===== config.mk =====
export PLATFORM = sky130hd
export DESIGN_NAME = uart16_core
export DESIGN_NICKNAME = d
export VERILOG_FILES = /design/src/hdl/uart16_pkg.sv /design/src/hdl/uart16_core.sv
export SDC_FILE = /design/constraint.sdc
export NUM_CORES = 1
export LEC_CHECK = 0
export ABC_AREA = 1
export CAP_MARGIN = 5
export CORE_MARGIN = 2
export CORE_UTILIZATION = 60
export CTS_CLUSTER_SIZE = 28
export DETAILED_ROUTE_END_ITERATION = 6
export DONT_BUFFER_PORTS = 1
export PLACE_DENSITY = 0.84
export SLEW_MARGIN = 20
export SYNTH_ARGS = -nofsm -noshare
export SYNTH_HDL_FRONTEND = slang
export SYNTH_SLANG_ARGS = --single-unit

===== constraint.sdc =====
create_clock -name clk -period 4.6 [get_ports clk]
set_input_delay 0.92 -clock clk [delete_from_list [all_inputs] [get_ports clk]]
set_output_delay 0.92 -clock clk [all_outputs]
set_load 0.005 [all_outputs]

===== src/hdl/uart16_pkg.sv =====
// ----------------------------------------------------------------------------
// uart16_pkg
// shared types, register offsets and constants of the uart register model
// ----------------------------------------------------------------------------
package uart16_pkg;

  // receive ring
  localparam int RX_DEPTH = 256;
  localparam int PTR_W    = (RX_DEPTH > 1) ? $clog2(RX_DEPTH) : 1;

  typedef logic [PTR_W-1:0] ptr_t;

  // command codes
  localparam logic [1:0] CMD_READ    = 2'd0;
  localparam logic [1:0] CMD_WRITE   = 2'd1;
  localparam logic [1:0] CMD_RECEIVE = 2'd2;

  // register offsets
  localparam logic [2:0] OFF_DATA = 3'd0;
  localparam logic [2:0] OFF_IER  = 3'd1;
  localparam logic [2:0] OFF_IIR  = 3'd2;
  localparam logic [2:0] OFF_LCR  = 3'd3;
  localparam logic [2:0] OFF_MCR  = 3'd4;
  localparam logic [2:0] OFF_LSR  = 3'd5;
  localparam logic [2:0] OFF_MSR  = 3'd6;
  localparam logic [2:0] OFF_SCR  = 3'd7;

  // fixed values
  localparam logic [7:0] LSR_RX_READY = 8'h61;
  localparam logic [7:0] LSR_IDLE     = 8'h60;
  localparam logic [7:0] IIR_FIFO_ON  = 8'hc0;
  localparam logic [7:0] FCR_MASK     = 8'hc9;
  localparam logic [7:0] IIR_RX_DATA  = 8'h04;
  localparam logic [7:0] IIR_THR_EMPTY = 8'h02;
  localparam logic [7:0] IIR_NONE     = 8'h01;

  typedef struct packed {
    logic [1:0] cmd;
    logic [2:0] reg_offset;
    logic [7:0] write_data;
    logic [7:0] rx_byte;
  } item_t;

  typedef struct packed {
    logic [7:0] read_data;
    logic       tx_valid;
    logic [7:0] tx_byte;
    logic       irq_pulse;
  } result_t;

  typedef struct packed {
    logic       en;
    ptr_t       addr;
    logic [7:0] data;
  } ring_wr_t;

  function automatic ptr_t ring_next(input ptr_t i);
    ring_next = (i == PTR_W'(RX_DEPTH - 1)) ? '0 : i + PTR_W'(1);
  endfunction

endpackage


===== src/hdl/uart16_core.sv =====
// ----------------------------------------------------------------------------
// uart16_core
// register file, ring pointers and per-transaction decode of the uart model
// ----------------------------------------------------------------------------
module uart16_core (
  input  logic                  clk,
  input  logic                  rst_n,
  input  logic                  fire,
  input  uart16_pkg::item_t     item,
  input  logic [7:0]            head_byte,
  output uart16_pkg::ring_wr_t  ring_wr,
  output uart16_pkg::ptr_t      ring_rd_addr,
  output uart16_pkg::result_t   res
);
  import uart16_pkg::*;

  logic [7:0] lcr_r, lcr_nxt;
  logic [3:0] ier_r, ier_nxt;
  logic [4:0] mcr_r, mcr_nxt;
  logic [7:0] fcr_r, fcr_nxt;
  logic [7:0] dll_r, dll_nxt;
  logic [7:0] dlm_r, dlm_nxt;
  logic [7:0] scr_r, scr_nxt;
  logic [7:0] loop_byte_r, loop_byte_nxt;
  logic       loop_valid_r, loop_valid_nxt;
  logic       thre_pend_r, thre_pend_nxt;
  ptr_t       head_r, head_nxt;
  ptr_t       tail_r, tail_nxt;

  logic dlab;
  logic ring_has;
  logic has_rx;
  ptr_t head_inc;
  ptr_t tail_inc;

  assign dlab     = lcr_r[7];
  assign ring_has = (head_r != tail_r);
  assign has_rx   = loop_valid_r || ring_has;
  assign head_inc = ring_next(head_r);
  assign tail_inc = ring_next(tail_r);

  always_comb begin
    lcr_nxt        = lcr_r;
    ier_nxt        = ier_r;
    mcr_nxt        = mcr_r;
    fcr_nxt        = fcr_r;
    dll_nxt        = dll_r;
    dlm_nxt        = dlm_r;
    scr_nxt        = scr_r;
    loop_byte_nxt  = loop_byte_r;
    loop_valid_nxt = loop_valid_r;
    thre_pend_nxt  = thre_pend_r;
    head_nxt       = head_r;
    tail_nxt       = tail_r;
    ring_wr.en     = 1'b0;
    ring_wr.addr   = tail_r;
    ring_wr.data   = item.rx_byte;
    res            = '0;

    case (item.cmd)
      CMD_READ: begin
        case (item.reg_offset)
          OFF_DATA: begin
            if (dlab) begin
              res.read_data = dll_r;
            end else if (loop_valid_r) begin
              res.read_data  = loop_byte_r;
              loop_valid_nxt = 1'b0;
            end else if (ring_has) begin
              res.read_data = head_byte;
              head_nxt      = head_inc;
              res.irq_pulse = (head_inc != tail_r) && ier_r[0];
            end
          end
          OFF_IER: res.read_data = dlab ? dlm_r : {4'b0, ier_r};
          OFF_IIR: begin
            res.read_data = fcr_r[0] ? IIR_FIFO_ON : 8'h00;
            if (has_rx && ier_r[0]) begin
              res.read_data = res.read_data | IIR_RX_DATA;
            end else if (thre_pend_r && ier_r[1]) begin
              res.read_data = res.read_data | IIR_THR_EMPTY;
              thre_pend_nxt = 1'b0;
            end else begin
              res.read_data = res.read_data | IIR_NONE;
            end
          end
          OFF_LCR: res.read_data = lcr_r;
          OFF_MCR: res.read_data = {3'b0, mcr_r};
          OFF_LSR: res.read_data = has_rx ? LSR_RX_READY : LSR_IDLE;
          // loopback: out2->dcd, out1->ri, dtr->dsr, rts->cts
          OFF_MSR: res.read_data = mcr_r[4] ? {mcr_r[3], mcr_r[2], mcr_r[0], mcr_r[1], 4'b0}
                                            : 8'h00;
          default: res.read_data = scr_r;
        endcase
      end
      CMD_WRITE: begin
        case (item.reg_offset)
          OFF_DATA: begin
            if (dlab) begin
              dll_nxt = item.write_data;
            end else begin
              if (mcr_r[4]) begin
                loop_byte_nxt  = item.write_data;
                loop_valid_nxt = 1'b1;
              end else begin
                res.tx_valid = 1'b1;
                res.tx_byte  = item.write_data;
              end
              thre_pend_nxt = 1'b1;
              res.irq_pulse = ier_r[1];
            end
          end
          OFF_IER: begin
            if (dlab) begin
              dlm_nxt = item.write_data;
            end else begin
              ier_nxt       = item.write_data[3:0];
              thre_pend_nxt = 1'b1;
              res.irq_pulse = item.write_data[1];
            end
          end
          OFF_IIR: begin
            fcr_nxt = item.write_data & FCR_MASK;
            if (item.write_data[1]) begin
              loop_valid_nxt = 1'b0;
            end
          end
          OFF_LCR: lcr_nxt = item.write_data;
          OFF_MCR: mcr_nxt = item.write_data[4:0];
          OFF_SCR: scr_nxt = item.write_data;
          default: ;
        endcase
      end
      CMD_RECEIVE: begin
        if (tail_inc != head_r) begin
          ring_wr.en = 1'b1;
          tail_nxt   = tail_inc;
        end
        res.irq_pulse = (tail_nxt != head_r) && ier_r[0];
      end
      default: ;
    endcase

    if (!fire) begin
      ring_wr.en = 1'b0;
    end
  end

  assign ring_rd_addr = fire ? head_nxt : head_r;

  always_ff @(posedge clk) begin
    if (!rst_n) begin
      lcr_r        <= '0;
      ier_r        <= '0;
      mcr_r        <= '0;
      fcr_r        <= '0;
      dll_r        <= '0;
      dlm_r        <= '0;
      scr_r        <= '0;
      loop_byte_r  <= '0;
      loop_valid_r <= 1'b0;
      thre_pend_r  <= 1'b0;
      head_r       <= '0;
      tail_r       <= '0;
    end else if (fire) begin
      lcr_r        <= lcr_nxt;
      ier_r        <= ier_nxt;
      mcr_r        <= mcr_nxt;
      fcr_r        <= fcr_nxt;
      dll_r        <= dll_nxt;
      dlm_r        <= dlm_nxt;
      scr_r        <= scr_nxt;
      loop_byte_r  <= loop_byte_nxt;
      loop_valid_r <= loop_valid_nxt;
      thre_pend_r  <= thre_pend_nxt;
      head_r       <= head_nxt;
      tail_r       <= tail_nxt;
    end
  end

endmodule

==> insert_results.sql, run 1 <==
INSERT INTO impl_metrics (metric_group, metric, value, unit) VALUES
('status', 'status', 'finished, final reports clean', ''),
('layout', 'finalNetCount', '632', ''),
('setup_path', 'crit_path_max_fanout', '8', ''),
('power_and_ir_drop', 'leakagePower', '0.00178', 'uW'),
('logic_synthesis', 'yosys-top-cells-count', 'nand2_1 (123), a21oi_1 (77), o21ai_0 (70)', ''),
('setup_path', 'critical_path.top_delay_family', 'simple AND/OR/NAND/NOR gates', ''),
('timing', 'setup_viol', '0', ''),
('clock_network', 'clkLatencyLatePin', '350', 'ps'),
('setup_path', 'worst_path_max_delay_cell', 'dfxtp_1', ''),
('clock_network', 'cts-root-buf', 'clkbuf_8', ''),
('placed_design', 'place.detailed.hpwl', '8010', 'um'),
('timing', 'tns', '0', 'ps'),
('drt', 'avgViaCountPerCell', '6.00', ''),
('logic_synthesis', 'synth-seq-area-share', '0.334', ''),
('setup_path', 'start_kind', 'flop', ''),
('floorplan', 'ioPinCount', '75', ''),
('global_route', 'first_global_vias', '3748', ''),
('layout', 'final_cell_count_no_fill', '683', ''),
('placed_design', 'placed_cells', '667', ''),
('floorplan', 'die_x', '86.5', 'um'),
('logic_synthesis', 'yosysWarnings', '0', ''),
('floorplan', 'floorplan.initialDensity', '0.610', ''),
('setup_path', 'timing.critical_path.buf_inv', '2', ''),
('timing', 'tightest_slew', '890', 'ps'),
('placed_design', 'gp_congestion', '0.928', ''),
('clock_network', 'cts-htree-levels', '3', ''),
('clock_network', 'tritoncts.num_buffers', '9', ''),
('floorplan', 'die_h', '86.5', 'um'),
('power_and_ir_drop', 'power_density', '283', 'mW/mm^2'),
('clock_network', 'cts_tree', 'yes', ''),
('global_route', 'grt_pass1_wl', '17900', 'um'),
('floorplan', 'core', '0.00668', 'sq mm'),
('timing', 'rsz0062_at_grt', 'false', ''),
('floorplan', 'floorplan.die_area', '0.00747', 'sq mm'),
('logic_synthesis', 'synth_most_common_cell', 'nand2_1', ''),
('logic_synthesis', 'synthTopCellsByArea', 'dfxtp_1 (33%), nand2_1 (11%), a21oi_1 (9.4%)', ''),
('logic_synthesis', 'syn_nets', '652', ''),
('drt', 'firstDrtPassIters', '6', ''),
('drt', 'drt.antenna.violating_nets', '0', ''),
('timing', 'hold_slack', '449', 'ps'),
('clock_network', 'ctsHoldBuffers', '0', ''),
('layout', 'n_antenna_cell', '0', ''),
('global_route', 'maximum_number_of_pins_on_one_net_before_global_route_repair', '57', ''),
('logic_synthesis', 'post_synth.cell_area_avg', '6.60', 'sq um'),
('global_route', 'grt.overflow.total', '0', ''),
('logic_synthesis', 'synth-main-ff-cell', 'dfxtp_1', ''),
('clock_network', 'cts.repair.resized', '0', ''),
('drt', 'via_count', '4098', ''),
('setup_path', 'critPathCaptureType', 'output pin', ''),
('setup_path', 'critical_path_arrival', '2360', 'ps'),
('timing', 'final.min_clock_period', '3280', 'ps'),
('timing', 'maxSlewViolCount', '0', ''),
('logic_synthesis', 'postSynth.asyncResetShare', '0', ''),
('setup_path', 'cells_traversed_along_the_worst_timing_path', 'ha_1 > nand3_2 > inv_2 > nand2_2 > nand3_1 > xor2_1 > nand3_2 > nand2_4 > inv_2', ''),
('logic_synthesis', 'yosysUniqueCellTypes', '45', ''),
('timing', 'min_period_over_period', '0.712', ''),
('placed_design', 'io_buffer_count', '0', ''),
('power_and_ir_drop', 'worst_ir_drop_on_vdd', '0.255', 'mV'),
('clock_network', 'cts.sink_count', '68', ''),
('clock_network', 'cts.reportedPaths.clkPinSlew', '70', 'ps'),
('timing', 'finalClockSkew', '5.97', 'ps'),
('logic_synthesis', 'synth.ff_latch_count', '68', ''),
('clock_network', 'post-cts-setup-buffer-count', '0', ''),
('setup_path', 'required_time_of_the_critical_path', '3680', 'ps'),
('timing', 'timing.max_slew.rel_slack', '0.404', ''),
('timing', 'fmaxAchievable', '305', 'MHz'),
('setup_path', 'crit_path_max_incr_delay', '550', 'ps'),
('logic_synthesis', 'yosys.area.top_type', 'dfxtp_1', ''),
('global_route', 'grt_usage', '0.305', ''),
('drt', 'remaining_drc_errors', '0', ''),
('drt', 'drt-total-wl', '10900', 'um');
cell usage in the layout (no fill, tap or decap), drive strengths merged, types with 7 or more instances in the layout:
cell / instances
o21ai: 72
dfxtp: 68
a21oi: 79
nor2: 67
nand4: 12
inv: 71
xor2: 8
nor3: 12
nand3: 40
nand2: 129
clkbuf: 10
a22oi: 7
worst paths after layout:
check                                       startpoint  slack, ps                endpoint  cells after the start
worst min register to register   dlm_r[2]$_SDFFE_PN0P_        450   dlm_r[2]$_SDFFE_PN0P_                      2
worst max-delay path            tail_r[1]$_SDFFE_PN0P_       1320             ring_wr[16]                      9
worst max register to register  tail_r[1]$_SDFFE_PN0P_       2360  tail_r[5]$_SDFFE_PN0P_                     11
worst min-delay path             dlm_r[2]$_SDFFE_PN0P_        450   dlm_r[2]$_SDFFE_PN0P_                      2
flip-flops by register name (all words and copies together), names as in the netlist:
signal and flops:
tail_r 8, mcr_r 5, lcr_r 8, ier_r 4, loop_valid_r 1, scr_r 8
fcr_r 1, head_r 8, thre_pend_r 1, loop_byte_r 8, dll_r 8, dlm_r 8
cell type report:
cell class                      count  area, sq um
Clock inverter                      6         40.0
Tap cell                           80          100
Sequential cell                    68         1360
Fill cell                         617         2510
Timing Repair Buffer                1         7.51
Inverter                           71          272
Multi-Input combinational cell    447         2260
Clock buffer                       10          138
per-layer routing:
metal  part of all wire  vias to the layer above  global-route usage
met3               0.11                       26               0.104
met5                  0                        -                   0
met4              0.026                        0               0.115
met2               0.44                      188               0.452
met1               0.43                     1876               0.411
li1                   -                     2008                   -
report_power, final:
part           internal [uW]  total, uW  switching (uW)
Clock                    209        443             234
Combinational           37.8        129            91.3
Sequential               597        608            10.8
Total                    844       1180             336
cells by family (layout without fill, tap and decap cells):
group	Yosys count	count (layout)	share of synthesized area
simple gates	265	265	0.299
flops	68	68	0.334
compound gates	168	168	0.222
buf+inv	103	88	0.113
fa+ha+maj	2	2	0.00613
xor+xnor	12	12	0.0258
worst reg2reg max path: stages (launching register included):
cell and delay (ps):
dfxtp_1 550, ha_1 360, nand3_2 140, inv_2 90, nand2_2 90, nand3_1 140, xor2_1 200, nand3_2 200
nand2_4 160, inv_2 70, nor2_1 90, nor2_1 50
through the flow:
stage | area [sq um] | power [uW] | utilization | setup slack (ps)
3_3_place_gp | 4000 | 744 | 0.598 | 1390
6_report | 4170 | 1180 | 0.625 | 1320
4_1_cts | 4170 | 1180 | 0.625 | 1350
5_1_grt | 4170 | 1230 | 0.625 | 1090
3_5_place_dp | 4000 | 746 | 0.598 | 1370
2_1_floorplan | 4080 | 729 | - | 1710
Note: power is estimated with default switching activity, not from simulation.
==> run 2: changes to the inputs <==
--- a/config.mk
+++ b/config.mk
@@ -8,7 +8,7 @@
 export ABC_AREA = 1
 export CAP_MARGIN = 5
 export CORE_MARGIN = 2
-export CORE_UTILIZATION = 60
+export CORE_UTILIZATION = 58
 export CTS_CLUSTER_SIZE = 28
 export DETAILED_ROUTE_END_ITERATION = 6
 export DONT_BUFFER_PORTS = 1
==> constraint.sdc (replaced) <==
create_clock -name clk -period 2.79 [get_ports clk]
set_input_delay 0.558 -clock clk [delete_from_list [all_inputs] [get_ports clk]]
set_output_delay 0.558 -clock clk [all_outputs]
set_load 0.005 [all_outputs]
==> insert_results.sql, run 2 (synthesis gave the netlist of run 1 again) <==
INSERT INTO impl_metrics (metric_group, metric, value, unit) VALUES
('clock_network', 'cts_max_path_buffers', '2', ''),
('power_and_ir_drop', 'total_switching_power', '568', 'uW'),
('power_and_ir_drop', 'power_density', '454', 'mW/mm^2'),
('drt', 'drtIter0Drc', '585', ''),
('layout', 'layout_common_cells', 'nand2_1 (123), a21oi_1 (77), o21ai_0 (69)', ''),
('layout', 'layout.area.seq', '0.00138', 'sq mm'),
('drt', 'remaining_drc_errors', '0', ''),
('power_and_ir_drop', 'power_share_of_the_combinational_group', '0.114', ''),
('drt', 'routedWlPerCell', '16.2', 'um'),
('setup_path', 'critical_path_arrival', '2120', 'ps'),
('timing', 'fmaxAchievable', '374', 'MHz'),
('power_and_ir_drop', 'power.share.clock', '0.378', ''),
('setup_path', 'crit_path_max_fanout', '8', ''),
('clock_network', 'cts-root-buf', 'clkbuf_8', ''),
('global_route', 'grt.overflow.total', '0', ''),
('drt', 'drt.antenna.violating_nets', '0', ''),
('layout', 'area_growth', '6.26', '%'),
('min_path', 'hp-class', 'input pin to flop', ''),
('setup_path', 'critPathCaptureType', 'output pin', ''),
('floorplan', 'die_x', '87.9', 'um'),
('layout', 'final_cell_count_no_fill', '708', ''),
('floorplan', 'die_h', '87.9', 'um'),
('placed_design', 'place.detailed.hpwl', '8310', 'um'),
('timing', 'final.min_clock_period', '2680', 'ps'),
('floorplan', 'ioPinCount', '75', ''),
('clock_network', 'cts-htree-levels', '3', ''),
('layout', 'multi_input_comb_area', '0.00231', 'sq mm'),
('layout', 'layout.filler_cells', '602', ''),
('layout', 'finalNetCount', '642', ''),
('clock_network', 'cts.reportedPaths.clkPinSlew', '80', 'ps'),
('clock_network', 'tritoncts.num_buffers', '9', ''),
('power_and_ir_drop', 'p_int', '1400', 'uW'),
('placed_design', 'io_buffer_count', '0', ''),
('power_and_ir_drop', 'power_switching_share', '0.289', ''),
('power_and_ir_drop', 'leakagePower', '0.00183', 'uW'),
('global_route', 'maximum_number_of_pins_on_one_net_before_global_route_repair', '57', ''),
('floorplan', 'floorplan.die_area', '0.00772', 'sq mm'),
('run', 'drv.max_cap_violation_count', '0', ''),
('timing', 'setup_viol', '0', ''),
('global_route', 'first_global_vias', '3814', ''),
('layout', 'final_design_area_no_fill', '0.00433', 'sq mm'),
('status', 'status', 'finished, final reports clean', ''),
('drt', 'firstDrtPassIters', '6', ''),
('clock_network', 'cts_tree', 'yes', ''),
('drt', 'drt-total-wl', '11500', 'um'),
('floorplan', 'core', '0.00679', 'sq mm'),
('floorplan', 'floorplan.initialDensity', '0.600', ''),
('placed_design', 'gp_congestion', '1.02', ''),
('global_route', 'grt_usage', '0.305', ''),
('timing', 'rsz0062_at_grt', 'true', ''),
('setup_path', 'start_kind', 'flop', ''),
('placed_design', 'placement_cell_area', '0.00408', 'sq mm'),
('drt', 'avgViaCountPerCell', '5.99', ''),
('timing', 'report.final.hold_viol_count', '0', ''),
('power_and_ir_drop', 'sequential_power_share', '0.508', ''),
('timing', 'min_period_over_period', '0.959', ''),
('setup_path', 'critPathKind', 'flop to output pin', ''),
('clock_network', 'ctsHoldBuffers', '0', ''),
('setup_path', 'required_time_of_the_critical_path', '2230', 'ps'),
('timing', 'finalClockSkew', '9.29', 'ps'),
('timing', 'timing.max_slew.rel_slack', '0.594', ''),
('power_and_ir_drop', 'worst_ir_drop_on_vdd', '0.351', 'mV'),
('clock_network', 'clkLatencyLatePin', '360', 'ps'),
('placed_design', 'placed_cells', '692', ''),
('global_route', 'grt_antenna_before_repair', '0', ''),
('timing', 'tightest_slew', '607', 'ps'),
('clock_network', 'cts.sink_count', '68', ''),
('layout', 'post-route-util', '0.638', ''),
('layout', 'mostFrequentLayoutCell', 'nand2_1', ''),
('timing', 'hold_slack', '322', 'ps'),
('floorplan', 'row_count', '30', ''),
('timing', 'maxSlewViolCount', '0', ''),
('layout', 'layout-drive-gt1-share', '0.131', ''),
('layout', 'n_antenna_cell', '0', ''),
('drt', 'via_count', '4244', ''),
('global_route', 'grt_pass1_wl', '18300', 'um');
==> run 2: cell types whose count changed in the layout (fill, tap and decap cells not counted), sizes merged <==
cell	previous run	this run
inv	71	72
buf	1	11
clkinvlp	1	2
clkinv	5	2
==> run 2: power by group through the flow <==
stage | Clock, uW | Combinational [uW] | Sequential (uW)
finish | 744 | 224 | 1000
floorplan | 0 | 185 | 1020
CTS | 746 | 211 | 1000
detailed placement | 0 | 210 | 1020
global placement | 0 | 206 | 1020
global route | 792 | 248 | 1000
==> run 2: per-layer routing <==
layer  vias up  wire (um)  track usage
met2       261       5000        0.461
met4         0        210        0.115
met1      1931       4950        0.418
met5         -          0            0
li1       2026          -            -
met3        26       1310       0.0801
==> run 2: timing repair <==
action	in CTS	in global routing
pin swaps	0	2
setup endpoints to repair	2	11
setup buffers	0	1
resized for setup	3	20
==> run 2: path summary, 6_finish.rpt <==
check | startpoint | cells past startpoint | slack, ps | endpoint
setup / recovery | tail_r[1]$_SDFFE_PN0P_ | 9 | 110 | ring_wr[16]
hold / removal | rst_n | 2 | 320 | loop_byte_r[6]$_SDFFE_PN0P_
setup reg to reg | tail_r[1]$_SDFFE_PN0P_ | 11 | 770 | tail_r[5]$_SDFFE_PN0P_
hold reg to reg | dlm_r[2]$_SDFFE_PN0P_ | 2 | 460 | dlm_r[2]$_SDFFE_PN0P_
==> run 2: per-stage QoR <==
stage	TNS, ps	total power (uW)	setup WS (ps)
final	0	1970	113
after global routing	-34.2	2040	-28.8
after CTS	0	1960	17.4
after detailed placement	0	1230	319
after global placement	0	1230	387
after floorplan	0	1200	622
==> run 2: final cells by class <==
cell class,instances,share of cell area
clock buffers,10,0.0318
multi-input cells,447,0.532
well taps,96,0.0277
flip-flops and latches,68,0.318
inverters,71,0.0626
clock inverters,5,0.00866
repair buffers,11,0.0191
==> run 2: critical path, stage by stage (launching register included) <==
cell and delay, ps:
dfxtp_2 450, ha_2 280, nand3_2 120, inv_2 80, nand2_2 80, nand3_1 130
xor2_1 210, nand3_2 200, nand2_4 150, inv_2 70
==> run 3: changes to the inputs <==
--- a/config.mk
+++ b/config.mk
@@ -8,7 +8,7 @@
 export ABC_AREA = 1
 export CAP_MARGIN = 5
 export CORE_MARGIN = 2
-export CORE_UTILIZATION = 58
+export CORE_UTILIZATION = 60
 export CTS_CLUSTER_SIZE = 28
 export DETAILED_ROUTE_END_ITERATION = 6
 export DONT_BUFFER_PORTS = 1
==> constraint.sdc (replaced) <==
create_clock -name clk -period 3 [get_ports clk]
set_input_delay 0.6 -clock clk [delete_from_list [all_inputs] [get_ports clk]]
set_output_delay 0.6 -clock clk [all_outputs]
set_load 0.005 [all_outputs]
==> insert_results.sql, run 3 (synthesis gave the netlist of run 1 again) <==
INSERT INTO impl_metrics (metric_group, metric, value, unit) VALUES
('layout', 'multi_input_comb_area', '0.00227', 'sq mm'),
('layout', 'mostFrequentLayoutCell', 'nand2_1', ''),
('drt', 'via_count', '4225', ''),
('setup_path', 'start_kind', 'flop', ''),
('drt', 'drt.antenna.violating_nets', '0', ''),
('global_route', 'grt_antenna_before_repair', '0', ''),
('clock_network', 'cts.sink_count', '68', ''),
('setup_path', 'cells_traversed_along_the_worst_timing_path', 'xnor2_1 > nand2_1 > nor2_1 > nand4_1 > nand2_1 > nand2_1 > o21ai_1 > nor2_1 > nor2_1', ''),
('setup_path', 'worst_path_max_delay_cell', 'dfxtp_1', ''),
('drt', 'routedWlPerCell', '16.8', 'um'),
('layout', 'layout-drive-gt1-share', '0.107', ''),
('power_and_ir_drop', 'leakagePower', '0.00185', 'uW'),
('min_path', 'hp-class', 'input pin to flop', ''),
('layout', 'n_antenna_cell', '0', ''),
('placed_design', 'gp_congestion', '1.02', ''),
('layout', 'final_cell_count_no_fill', '688', ''),
('setup_path', 'reg2reg_slack', '930', 'ps'),
('min_path', 'holdPathStages', '2', ''),
('clock_network', 'clkLatencyLatePin', '360', 'ps'),
('floorplan', 'core', '0.00668', 'sq mm'),
('clock_network', 'cts.reportedPaths.clkPinSlew', '80', 'ps'),
('drt', 'firstDrtPassIters', '5', ''),
('setup_path', 'r2r-start', 'tail_r[0]$_SDFFE_PN0P_', ''),
('global_route', 'maximum_number_of_pins_on_one_net_before_global_route_repair', '57', ''),
('clock_network', 'cts_max_path_buffers', '2', ''),
('timing', 'tightest_slew', '611', 'ps'),
('clock_network', 'post-cts-setup-buffer-count', '0', ''),
('setup_path', 'crit_path_max_fanout', '6', ''),
('timing', 'report.final.hold_viol_count', '0', ''),
('clock_network', 'tritoncts.num_buffers', '9', ''),
('global_route', 'first_global_vias', '3725', ''),
('setup_path', 'critPathKind', 'flop to output pin', ''),
('global_route', 'grt.overflow.total', '0', ''),
('floorplan', 'die_x', '86.5', 'um'),
('setup_path', 'critical_path.top_delay_family', 'simple AND/OR/NAND/NOR gates', ''),
('timing', 'timing.max_slew.rel_slack', '0.591', ''),
('layout', 'post-route-util', '0.644', ''),
('global_route', 'grt_pass1_wl', '18300', 'um'),
('placed_design', 'io_buffer_count', '0', ''),
('floorplan', 'floorplan.die_area', '0.00747', 'sq mm'),
('layout', 'area_growth', '5.55', '%'),
('placed_design', 'placed_cells', '672', ''),
('run', 'drv.max_cap_violation_count', '0', ''),
('layout', 'layout.filler_cells', '580', ''),
('layout', 'layout.area.seq', '0.00137', 'sq mm'),
('power_and_ir_drop', 'power_density', '494', 'mW/mm^2'),
('drt', 'avgViaCountPerCell', '6.14', ''),
('setup_path', 'timing.critical_path.buf_inv', '0', ''),
('layout', 'layout_common_cells', 'nand2_1 (123), a21oi_1 (77), o21ai_0 (69)', ''),
('setup_path', 'critPathCaptureType', 'output pin', ''),
('setup_path', 'worst-r2r-cell-count', '11', ''),
('clock_network', 'cts-htree-levels', '3', ''),
('timing', 'rsz0062_at_grt', 'false', ''),
('timing', 'setup_viol', '0', ''),
('floorplan', 'ioPinCount', '75', ''),
('timing', 'final.min_clock_period', '2860', 'ps'),
('placed_design', 'place.detailed.hpwl', '8310', 'um'),
('floorplan', 'row_count', '30', ''),
('setup_path', 'critical_path_arrival', '2260', 'ps'),
('floorplan', 'floorplan.initialDensity', '0.610', ''),
('layout', 'finalNetCount', '637', ''),
('setup_path', 'worst_r2r_endpoint', 'tail_r[3]$_SDFFE_PN0P_', ''),
('min_path', 'hold_path_startpoint', 'rst_n', ''),
('drt', 'remaining_drc_errors', '0', ''),
('clock_network', 'cts_tree', 'yes', ''),
('drt', 'drtIter0Drc', '514', ''),
('global_route', 'grt_usage', '0.310', ''),
('power_and_ir_drop', 'worst_ir_drop_on_vdd', '0.326', 'mV'),
('status', 'status', 'finished, final reports clean', ''),
('drt', 'drt-total-wl', '11600', 'um'),
('timing', 'fmaxAchievable', '349', 'MHz'),
('setup_path', 'required_time_of_the_critical_path', '2400', 'ps'),
('min_path', 'timing.hold.worst_endpoint', 'loop_byte_r[6]$_SDFFE_PN0P_', ''),
('timing', 'min_period_over_period', '0.954', ''),
('clock_network', 'cts-root-buf', 'clkbuf_8', ''),
('setup_path', 'crit_path_max_incr_delay', '480', 'ps'),
('timing', 'maxSlewViolCount', '0', ''),
('timing', 'tns', '0', 'ps'),
('timing', 'finalClockSkew', '6.58', 'ps'),
('floorplan', 'die_h', '86.5', 'um');
==> run 3: changes by cell type in the layout (fill, tap and decap cells not counted), moves of 3 or more <==
cell,previous run,this run
buf_4,11,6
bufinv_16,0,3
dfxtp_1,59,63
nand3_1,33,36
nand3_2,7,4
==> run 3: through the flow <==
step                setup WS [ps]  hold WS (ps)  cell area, sq um  total power (uW)
global placement              556           432              4030              1140
CTS                           101           362              4290              2110
global route                 2.27           366              4310              2180
detailed placement            522           437              4030              1150
floorplan                     748           424              4080              1120
finish                        138           360              4310              2120
==> run 3: worst reg2reg max path: cells and delay by family (launching register included) <==
kind                     cells  cell delay, ps
flip-flops                   1             500
XOR/XNOR                     1             180
buffers and inverters        2             160
adder cells (fa/ha/maj)      1             310
AND/OR/NAND/NOR              7             820
==> run 3: what timing repair did <==
action / 4_1_cts / 5_1_grt
endpoints found under the setup margin: 0 / 2
hold endpoints to repair: 0 / 0
gates resized for setup: 0 / 8
hold buffers: 0 / 0
==> run 3: worst max-delay path by stage <==
stage | from | cells after the start | endpoint | slack (ps)
floorplan | item[18] | 7 | ring_rd_addr[3] | 750
global placement | tail_r[2]$_SDFFE_PN0P_ | 10 | res[11] | 560
detailed placement | tail_r[2]$_SDFFE_PN0P_ | 10 | res[11] | 520
CTS | tail_r[2]$_SDFFE_PN0P_ | 10 | res[11] | 100
global route | tail_r[4]$_SDFFE_PN0P_ | 12 | res[12] | 2
finish | tail_r[6]$_SDFFE_PN0P_ | 9 | res[11] | 140
==> run 3: area by class of cell <==
class | count | share of cell area
Tap cell | 80 | 0.0232
Inverter | 71 | 0.0631
Clock inverter | 6 | 0.0270
Clock buffer | 10 | 0.0320
Sequential cell | 68 | 0.318
Timing Repair Buffer | 6 | 0.0105
Multi-Input combinational cell | 447 | 0.527
==> run 3: power breakdown <==
group          total, uW  internal (uW)  switching [uW]
registers            933            915            17.5
logic                202           60.0             142
clock network        990            584             406
total               2120           1560             565
==> run 3: routing by layer <==
| layer | up-vias | wire, um | track usage |
|---|---|---|---|
| met5 | - | 0 | 0 |
| met4 | 0 | 348 | 0.136 |
| met3 | 42 | 1240 | 0.0676 |
| met2 | 255 | 5080 | 0.460 |
| met1 | 1907 | 4900 | 0.434 |
| li1 | 2021 | - | - |
